`config.mk`:
```
export PLATFORM = sky130hd
export DESIGN_NAME = stt_cell
export DESIGN_NICKNAME = d
export VERILOG_FILES = /design/src/rtl/stt_pkg.sv /design/src/rtl/stt_cell.sv
export SDC_FILE = /design/constraint.sdc
export NUM_CORES = 1
export LEC_CHECK = 0
export BUFFER_PORTS_ARGS = -buffer_cell sky130_fd_sc_hd__buf_2
export CAP_MARGIN = 20
export CORE_MARGIN = 1
export CORE_UTILIZATION = 40
export CTS_BUF_LIST = sky130_fd_sc_hd__clkbuf_16
export CTS_CLUSTER_DIAMETER = 120
export CTS_CLUSTER_SIZE = 28
export DETAILED_ROUTE_END_ITERATION = 8
export PLACE_DENSITY = 0.7
export SYNTH_ARGS = -nofsm -noshare
export SYNTH_HDL_FRONTEND = slang
export SYNTH_SLANG_ARGS = --single-unit
```
`constraint.sdc`:
```
create_clock -name clk -period 4.9 [get_ports clk]
set_input_delay 0.245 -clock clk [delete_from_list [all_inputs] [get_ports clk]]
set_output_delay 0.245 -clock clk [all_outputs]
set_load 0.1 [all_outputs]
```
`src/rtl/stt_pkg.sv`:
```
// Package for the sorted task table: field widths, event codes, key helpers.
// No dependencies.
`default_nettype none
package stt_pkg;
  localparam int unsigned DAY_W = 22;
  localparam int unsigned ID_W  = 16;
  localparam int unsigned ROW_W = 6;
  localparam int unsigned KEY_W = 35;

  typedef enum logic [2:0] {
    EV_NONE    = 3'd0,
    EV_INSERT  = 3'd1,
    EV_MOVE    = 3'd2,
    EV_CHANGE  = 3'd3,
    EV_REMOVE  = 3'd4,
    EV_FULL    = 3'd5,
    EV_READ    = 3'd6,
    EV_READ_OOR = 3'd7
  } event_t;

  typedef enum logic {
    OP_UPSERT = 1'b0,
    OP_READ   = 1'b1
  } op_t;

  typedef struct packed {
    logic [ID_W-1:0]  id;
    logic [DAY_W-1:0] start_day;
    logic [DAY_W-1:0] end_day;
    logic             end_valid;
  } entry_t;

  // Broadcast from the controller to every cell.
  typedef enum logic [1:0] {
    CMD_HOLD   = 2'd0,
    CMD_SHIFT_DOWN = 2'd1,  // rows at or past pos take from the row above
    CMD_SHIFT_UP   = 2'd2,  // rows at or past pos take from the row below
    CMD_WRITE  = 2'd3       // row pos takes the broadcast entry
  } cmd_t;

  typedef enum logic [2:0] {
    ST_IDLE, ST_SCAN, ST_DECIDE, ST_SHIFT, ST_PLACE, ST_OUT
  } state_t;

  // Urgency key: class in the top 3 bits, 32-bit day count below.
  function automatic logic [KEY_W-1:0] urgency(input logic [DAY_W-1:0] st,
      input logic [DAY_W-1:0] en, input logic ev, input logic [DAY_W-1:0] t);
    logic [2:0]  cls;
    logic [31:0] days;
    logic [31:0] d_en;
    logic [31:0] d_st;
    d_en = {10'd0, en} - {10'd0, t};
    d_st = {10'd0, st} - {10'd0, t};
    if (ev) begin
      if (en < t) begin
        cls = 3'd0; days = d_en;
      end else if (en == t) begin
        cls = 3'd1; days = '0;
      end else if (st <= t) begin
        cls = 3'd2; days = d_en;
      end else begin
        cls = 3'd4; days = d_st;
      end
    end else begin
      if (st <= t) begin
        cls = 3'd3; days = '0;
      end else begin
        cls = 3'd4; days = d_st;
      end
    end
    return {cls, days};
  endfunction
endpackage
`default_nettype wire

```
`src/rtl/stt_cell.sv`:
```
// One table cell: holds one entry, its key, and compare flags for the search.
// Depends on stt_pkg.
`default_nettype none
module stt_cell (
  input  wire logic                clk,
  input  wire stt_pkg::cmd_t       cmd,
  input  wire logic                sel_shift,  // this row is at or past pos
  input  wire logic                sel_write,  // this row is pos
  input  wire stt_pkg::entry_t     bcast,
  input  wire stt_pkg::entry_t     from_above, // row i-1
  input  wire stt_pkg::entry_t     from_below, // row i+1
  input  wire logic [stt_pkg::DAY_W-1:0] today,
  input  wire logic [stt_pkg::KEY_W-1:0] probe_key,
  output stt_pkg::entry_t          entry,
  output logic [stt_pkg::KEY_W-1:0] key,
  output logic                     id_hit,
  output logic                     key_gt
);
  import stt_pkg::*;

  // Entry register: shifts with its neighbors or takes the broadcast.
  always_ff @(posedge clk) begin
    case (cmd)
      CMD_SHIFT_DOWN: if (sel_shift) entry <= from_above;
      CMD_SHIFT_UP:   if (sel_shift) entry <= from_below;
      CMD_WRITE:      if (sel_write) entry <= bcast;
      default: ;
    endcase
  end

  // Key and compare flags registered; key_gt compares against the registered key.
  always_ff @(posedge clk) begin
    key    <= urgency(entry.start_day, entry.end_day, entry.end_valid, today);
    id_hit <= (entry.id == bcast.id);
    key_gt <= (key > probe_key);
  end
endmodule
`default_nettype wire

```
==> results of run 1 <==
==> per-layer routing <==
layer	wire [um]	GRT usage (%)	up-vias
li1	-	-	3593
met1	10200	31.3	3255
met2	11600	40.8	355
met3	1810	5.85	51
met4	896	10.9	0
met5	0	0	-
==> placed cells by master (no fill, tap or decap), types with 14 or more instances in the layout <==
cell type  synthesis  final
o21ai_0           17     17
o22ai_2           14     14
nand3_1           16     16
a21oi_1           38     38
ha_1              82     80
edfxtp_1          61     61
xnor2_1           35     35
nand4_1           15     15
nor2_1            21     19
buf_2              5    342
dfxtp_1           28     28
a21o_1            29     29
xor2_1            21     21
nand2_1          146    146
inv_1             70     70
a22oi_1           61     61
==> Yosys cell counts, types with 5 or more instances <==
cell / instances / area, um2
nand2b_1: 6 / 37.5
nor3_1: 7 / 35.0
clkbuf_1: 21 / 78.8
o22ai_1: 10 / 62.6
buf_2: 5 / 25.0
nor2b_1: 9 / 56.3
a31oi_1: 7 / 43.8
ha_1: 82 / 1030
a21oi_1: 38 / 190
a21o_1: 29 / 218
buf_4: 9 / 67.6
edfxtp_1: 61 / 1830
nor2_1: 21 / 78.8
a22oi_1: 61 / 458
nand3_1: 16 / 80.1
o21ai_0: 17 / 85.1
xor2_1: 21 / 184
inv_1: 70 / 263
and3_1: 9 / 56.3
nand4_1: 15 / 93.8
dfxtp_1: 28 / 561
xnor2_1: 35 / 307
o22ai_2: 14 / 175
nand2_1: 146 / 548
==> path summary, 6_finish.rpt <==
path	slack (ps)	startpoint	end	cells after the start
worst max register to register	2060	entry[24]	key[12]	10
worst max-delay path	2060	entry[24]	key[12]	10
worst min-delay path	150	from_above[38]	entry[38]	3
worst min register to register	640	entry[52]	id_hit	3
==> cell type report <==
type,count,area [um2],area share [%]
repair buffers,347,1750,18.6
diodes,1,2.50,0.0265
multi-input cells,616,4450,47.2
clock inverters,7,52.6,0.557
well taps,229,287,3.04
flip-flops and latches,89,2390,25.4
clock buffers,9,225,2.39
inverters,72,270,2.86
==> flip-flops by register name (all words and copies together) (netlist names) <==
| register | cells |
|---|---|
| entry | 61 |
| key_gt | 1 |
| id_hit | 1 |
| key | 26 |
==> where the power goes <==
group          switching [uW]  internal, uW
Combinational            2350           748
Clock                     327           349
Sequential                146          1010
Total                    2820          2110
==> logic make-up after synthesis <==
logic type,count (synthesis)
XOR/XNOR,56
adder cells (fa/ha/maj),84
AND/OR/NAND/NOR,250
flip-flops,89
buffers and inverters,113
AO/OA/AOI/OAI,226
==> per-stage QoR <==
step,cell area (um2),instances,hold WS [ps],util [%]
3_3_place_gp,9140,1352,510,50.9
6_report,9440,1370,154,52.5
3_5_place_dp,9140,1352,515,50.9
5_1_grt,9440,1370,152,52.5
2_1_floorplan,7330,818,427,-
4_1_cts,9420,1368,148,52.4
==> worst max-delay path, cell delays in order, from the launching register on <==
cell and delay, ps:
edfxtp_1 420, ha_1 350, nor2b_1 140, o21ai_1 90, o211ai_2 270, a21oi_2 180, a21oi_1 280, a21oi_2 110
o21ai_2 500, buf_6 250, o22ai_2 100
==> flow_summary_export.csv, run 1 <==
group,metric,value,unit
logic_synthesis,synth_edf_count,61,
logic_synthesis,muxShareOfSynthArea,0,%
logic_synthesis,ys_ff_latch,89,
clocking,post_cts_buffers,0,
setup_path,crit_type,"register to register",
timing,slew_headroom,38.7,%
die,die_y,137,um
route,routed_wl,24.4,mm
clocking,cts_resized,0,
die,die_w,137,um
logic_synthesis,syn_inst,818,
grt,first_global_vias,6623,
worst_hold_path,hp-class,"input pin to register",
route,first_pass_iters,5,
grt,grt_usage,25.0,%
final_layout,nNetsFinal,1464,
pwr,power,4930,uW
logic_synthesis,synth_top_family_by_area,"compound AO/OA/AOI/OAI gates",
route,via_per_inst,5.29,
place,place.port_buffers,342,
timing,rsz0062_at_grt,"no",
clocking,hold_buffers,0,
logic_synthesis,synthesis.nets,1147,
setup_path,required,5120,ps
logic_synthesis,avgSynthCellArea,8.96,um2
timing,skew,12.0,ps
timing,fin_ws,2060,ps
die,fp-row-count,49,
timing,clock.fmax,0.352,GHz
timing,fin_crit,2840,ps
clocking,clk_pin_slew_worst_paths,70,ps
timing,drv_slew,0,
timing,finalHoldViolCount,0,
logic_synthesis,synth_warnings,0,
final_layout,layout-drive-gt1-share,35.6,%
pwr,ir_worst_vdd,0.527,mV
logic_synthesis,ys_seq_area_share,32.6,%
die,pin_count,343,
place,dp.final_hpwl,20.0,mm
die,dieArea,0.0189,mm2
clocking,clkLatencyLatePin,360,ps
logic_synthesis,synth_ff_type,"edfxtp_1",
setup_path,cp_max_fo,12,
clocking,clockBufferDepth,2,
logic_synthesis,yosys.area_share.simple,15.7,%
pwr,power_density,523,mW/mm2
place,gp_congestion,0.916,
setup_path,critical_path_arrival,3070,ps
clocking,cts_tree,"built",
timing,period_share,58.0,%
route,detail_route.wl_per_cell,17.8,um
final_layout,fillerInstances,1698,
logic_synthesis,ys_async_sr_fraction,0,%
timing,worst_slew_pin_slew,918,ps
timing,finalSetupTns,0,ps
clocking,clock-root-buffer,"clkbuf_16",
die,initial_core_util,40.8,%
grt,antenna_found_initial,1,
place,place_ws,1730,ps
run_status,outcome,"complete, no violations",
clocking,htreeDepth,3,
grt,overflow,0,
logic_synthesis,synth_compound_area_share,23.5,%
logic_synthesis,synthAdderAreaFrac,14.5,%
clocking,clkSinkCount,89,
grt,grt_max_degree,63,
route,dr_total_vias,7254,
die,coreArea,0.0180,mm2
final_layout,area_growth,28.7,%
timing,setup_viol,0,
logic_synthesis,synth_cell_type_count,77,
route,drc,0,
logic_synthesis,synthXorXnorAreaFrac,6.69,%
pwr,p_leak,0.00483,uW
clocking,cts_made_buffers,9,
route,antenna_left,0,
setup_path,crit_path_start_kind,"register",
setup_path,crit_path_end_kind,"register",
flow_run,max_cap_viol_count,0,
route,first_iter_violations,443,
grt,grt_pass1_wl,35.2,mm
logic_synthesis,synthesis.area,0.00733,mm2
Power figures use the tool's default switching activity.
==> inputs of run 2 (changes only) <==
PLACE_DENSITY = 0.73   (was 0.7)
clock period = 2.6 ns   (was 4.9 ns; I/O delays follow)
==> run 2 against run 1 <==
  * Register-to-register slack lost 2000 ps
  * First-iteration DRC count is 4.1% lower
  * Die area unchanged
  * Cell area rose by 3.8%
  * Sequential power increased by 87%
  * Critical path depth rose by 1
  * Critical path type unchanged
  * Highest routed layer is now met5
==> flow_summary_export.csv, run 2 (synthesis gave the netlist of run 1 again) <==
group,metric,value,unit
route,drc,0,
grt,first_global_vias,6750,
clocking,clock-root-buffer,"clkbuf_16",
timing,slew_headroom,46.3,%
final_layout,largest_reg_flops,61,
timing,finalHoldViolCount,0,
worst_hold_path,hp-class,"input pin to register",
final_layout,fillerInstances,1668,
place,dp.cells,1369,
timing,setup_viol,0,
setup_path,crit_type,"register to register",
setup_path,critical_path_arrival,2740,ps
setup_path,required,2830,ps
clocking,clk_pin_slew_worst_paths,70,ps
timing,period_share,96.7,%
setup_path,critPathLaunch,"entry[1]",
die,die_y,137,um
setup_path,critPathMaxStageDelay,400,ps
final_layout,multi_input_area,0.00462,mm2
route,routed_wl,25.4,mm
grt,antenna_found_initial,9,
pwr,power,9600,uW
setup_path,cp_max_fo,3,
route,via_per_inst,5.31,
final_layout,mostFrequentLayoutCells,"buf_2, nand2_1, inv_1",
timing,worst_slew_pin_slew,804,ps
route,antenna_left,0,
setup_path,crit_path_end_kind,"register",
place,gp_congestion,0.916,
grt,grt_pass1_wl,36.3,mm
final_layout,layout.area.seq,0.00239,mm2
setup_path,crit_path_start_kind,"register",
route,first_pass_iters,5,
worst_hold_path,hp-start,"from_above[51]",
final_layout,top_register,"entry",
clocking,clkLatencyLatePin,350,ps
die,dieArea,0.0189,mm2
clocking,clkSinkCount,89,
die,fp-row-count,49,
route,detail_route.wl_per_cell,18.2,um
clocking,clockBufferDepth,2,
flow_run,max_cap_viol_count,0,
setup_path,crit_chain,"inv_1, ha_2, fa_2, nor2b_2, o2111a_1, o31ai_2, or3_4, o2111ai_2, o211ai_1, xor2_1, o22ai_2",
die,initial_core_util,40.8,%
route,first_iter_violations,425,
grt,grt_max_degree,62,
place,place.port_buffers,342,
final_layout,nNetsFinal,1484,
final_layout,fin_cells,1395,
final_layout,layout-drive-gt1-share,38.2,%
die,coreArea,0.0180,mm2
die,die_w,137,um
timing,finalSetupTns,0,ps
setup_path,slowest_stage,"or3_4",
setup_path,rr_worst_depth,11,
clocking,htreeDepth,3,
pwr,p_leak,0.00497,uW
timing,rsz0062_at_grt,"yes",
clocking,hold_buffers,0,
final_layout,area_growth,33.6,%
setup_path,r2r_start,"entry[1]",
run_status,outcome,"complete, no violations",
worst_hold_path,min_delay_path_depth,3,
timing,hold-worst-slack,36.3,ps
timing,drv_slew,0,
route,dr_total_vias,7404,
final_layout,reg_top3,"entry x61, key x26",
die,pin_count,343,
pwr,ir_worst_vdd,0.886,mV
pwr,power_density,980,mW/mm2
clocking,cts_made_buffers,9,
timing,fin_ws,86.6,ps
place,dp.final_hpwl,20.9,mm
timing,skew,10.9,ps
clocking,cts_tree,"built",
final_layout,final_common_cell,"buf_2",
timing,clock.fmax,0.398,GHz
place,place_ws,94.1,ps
grt,overflow,0,
grt,grt_usage,25.9,%
timing,fin_crit,2510,ps
run 2: cell count changes in the layout (fill, tap and decap cells not counted), sizes merged:
cell,delta
diode,+5
clkbuf,+1
clkinvlp,-1
bufinv,+1
inv,+1
buf,+20
clkinv,-2
run 2: worst paths after layout:
path                to  slack, ps
max            key[20]         90
min          entry[51]         40
max reg2reg    key[20]         90
min reg2reg     id_hit        600
run 2: stage by stage:
| stage | utilization, % | area [um2] |
|---|---|---|
| 2_1_floorplan | - | 7400 |
| 3_3_place_gp | 52.0 | 9350 |
| 3_5_place_dp | 52.0 | 9350 |
| 4_1_cts | 53.7 | 9650 |
| 5_1_grt | 54.5 | 9800 |
| 6_report | 54.5 | 9800 |
run 2: layout make-up:
class / instances / area share [%]
Clock inverter: 6 / 0.549
Multi-Input combinational cell: 616 / 47.1
Antenna cell: 6 / 0.153
Clock buffer: 10 / 2.55
Timing Repair Buffer: 367 / 19.5
Tap cell: 229 / 2.93
Sequential cell: 89 / 24.4
Inverter: 72 / 2.76
run 2: metal layers:
| layer | part of all wire (%) | global-route usage, % |
|---|---|---|
| met1 | 41 | 31.6 |
| met3 | 7.8 | 6.95 |
| met2 | 48 | 42.7 |
| met5 | 0.11 | 0 |
| met4 | 3.5 | 11.4 |
run 2: repair_timing:
item | CTS | global route
gates resized for setup | 0 | 15
endpoints found under the setup margin | 0 | 11
buffers inserted | 0 | 4
run 2: worst max-delay path, delay by kind of cell (launching register included):
family	cells	cell delay, ps
flops	1	350
xor+xnor	1	250
buf+inv	1	50
simple gates	2	550
fa+ha+maj	2	540
compound gates	5	650
run 2: power breakdown:
group          total (uW)  internal, uW  switching (uW)
registers            2170          1900             268
logic                6080          1550            4530
clock network        1350           792             555
total                9600          4240            5360
==> inputs of run 3 (changes only) <==
==> constraint.sdc (replaced) <==
create_clock -name clk -period 2.6 [get_ports clk]
set_input_delay 0.26 -clock clk [delete_from_list [all_inputs] [get_ports clk]]
set_output_delay 0.26 -clock clk [all_outputs]
set_load 0.1 [all_outputs]
==> run 3 against run 2 <==
  * Global-route usage fell by 0.75 points
  * First-iteration DRC count is 22% higher
  * Combinational power barely moved
  * Register-to-register slack worse by 20 ps
  * Critical path type unchanged
  * Highest routed layer is now met4
==> flow_summary_export.csv, run 3 (synthesis gave the netlist of run 1 again) <==
group,metric,value,unit
setup_path,cp_top_family,"compound AO/OA/AOI/OAI gates",
setup_path,path_buf_inv,1,
grt,grt_pass1_wl,35.3,mm
clocking,clockBufferDepth,2,
final_layout,area_growth,34.1,%
grt,grt_usage,25.2,%
flow_run,max_cap_viol_count,0,
route,detail_route.wl_per_cell,17.8,um
die,die_w,137,um
die,initial_core_util,40.8,%
clocking,clock-root-buffer,"clkbuf_16",
worst_hold_path,hp-class,"input pin to register",
pwr,ir_worst_vdd,0.867,mV
final_layout,largest_reg_flops,61,
setup_path,crit_path_end_kind,"register",
final_layout,layout-drive-gt1-share,38.6,%
pwr,power_density,996,mW/mm2
die,fp-row-count,49,
die,coreArea,0.0180,mm2
timing,clock.fmax,0.395,GHz
timing,drv_slew,0,
clocking,htreeDepth,3,
pwr,net-switching-power,5380,uW
pwr,intPower,4410,uW
die,pin_count,343,
setup_path,critical_path_arrival,2800,ps
clocking,clkLatencyLatePin,360,ps
timing,skew,13.4,ps
grt,first_global_vias,6692,
final_layout,final_common_cell,"buf_2",
timing,worst_slew_pin_slew,658,ps
route,first_pass_iters,5,
timing,fin_crit,2530,ps
timing,period_share,97.3,%
place,gp_congestion,0.945,
setup_path,slowest_stage,"o41a_4",
route,antenna_left,0,
clocking,cts_made_buffers,9,
setup_path,path_common_cell,"a31oi_4",
setup_path,cp_max_fo,4,
timing,setup_viol,0,
clocking,clk_pin_slew_worst_paths,70,ps
route,drc,0,
die,die_y,137,um
final_layout,reg_top3,"entry x61, key x26",
pwr,p_sw_share,55.0,%
grt,grt_max_degree,43,
pwr,p_leak,0.00499,uW
pwr,pwr-share-seq,22.5,%
timing,slew_headroom,56.1,%
setup_path,required,2870,ps
setup_path,crit_type,"register to register",
timing,finalHoldViolCount,0,
timing,hold-worst-slack,159,ps
clocking,clkSinkCount,89,
pwr,p_comb_share,61.8,%
grt,overflow,0,
die,dieArea,0.0189,mm2
place,dp.final_hpwl,20.5,mm
pwr,power,9790,uW
final_layout,mostFrequentLayoutCells,"buf_2, nand2_1, inv_1, ha_1",
place,place.port_buffers,342,
clocking,cts_tree,"built",
route,routed_wl,24.9,mm
setup_path,crit_path_start_kind,"register",
run_status,outcome,"complete, no violations",
route,via_per_inst,5.29,
grt,antenna_found_initial,5,
final_layout,top_register,"entry",
setup_path,critPathMaxStageDelay,410,ps
setup_path,crit_chain,"inv_1, ha_2, fa_2, nor2b_4, o2111ai_4, a31oi_4, o41a_4, a31oi_4, o21ai_2, and3_4, o31ai_4",
final_layout,fin_util,54.7,%
route,first_iter_violations,519,
route,dr_total_vias,7389,
pwr,clockPowerShare,15.7,%
final_layout,nNetsFinal,1490,
setup_path,reg2reg_setup_slack,70,ps
-- run 3: changes by cell type in the layout (fill, tap and decap cells not counted), sizes merged --
cell,before,now
clkbuf,10,9
bufinv,1,3
diode,6,3
inv,75,73
clkinvlp,0,1
buf,367,373
-- run 3: repair_timing --
item | 4_1_cts | 5_1_grt
gates resized for setup | 0 | 8
endpoints found under the setup margin | 0 | 7
hold buffers | 0 | 0
setup buffers | 0 | 7
-- run 3: path summary, 6_finish.rpt --
path                                      from         to  depth (start not counted)
worst min register to register       entry[59]     id_hit                          3
worst max register to register       entry[23]    key[31]                         11
worst min-delay path            from_above[55]  entry[55]                          3
worst max-delay path                 entry[23]    key[31]                         11
-- run 3: power by group through the flow --
stage / Sequential, uW / Combinational (uW) / Clock, uW
finish: 2200 / 6050 / 1540
detailed placement: 2230 / 5950 / 0
global placement: 2240 / 5910 / 0
floorplan: 4580 / 2430 / 0
global route: 2240 / 6400 / 1610
CTS: 2200 / 5970 / 1570
-- run 3: stage by stage --
step / TNS (ps) / setup slack, ps / instances / instance area, um2
after floorplan: -7680 / -373 / 818 / 7410
after global placement: 0 / 84.7 / 1372 / 9390
after detailed placement: 0 / 42.0 / 1372 / 9390
after CTS: 0 / 12.8 / 1388 / 9730
after global routing: -16.7 / -16.7 / 1398 / 9830
final: 0 / 69.9 / 1398 / 9830
-- run 3: layout make-up --
| type | count | area, um2 |
|---|---|---|
| Fill cell | 1657 | 8130 |
| Multi-Input combinational cell | 616 | 4560 |
| Sequential cell | 89 | 2400 |
| Timing Repair Buffer | 373 | 1970 |
| Tap cell | 229 | 287 |
| Inverter | 72 | 270 |
| Clock buffer | 9 | 225 |
| Clock inverter | 7 | 119 |
| Antenna cell | 3 | 7.51 |
-- run 3: worst register-to-register path, cell delays in order, from the launching register on --
cell	delay, ps
edfxtp_1	400
inv_1	80
ha_2	200
fa_2	240
nor2b_4	60
o2111ai_4	230
a31oi_4	150
o41a_4	410
a31oi_4	220
o21ai_2	100
and3_4	190
o31ai_4	160
-- run 3: metal layers --
layer  up-vias  wire length, um  track usage [%]
met5         -                0                0
met4         0              766             12.2
met3        44             1730             4.64
met2       351            12000             41.8
met1      3346            10400             31.3
li1       3648                -                -
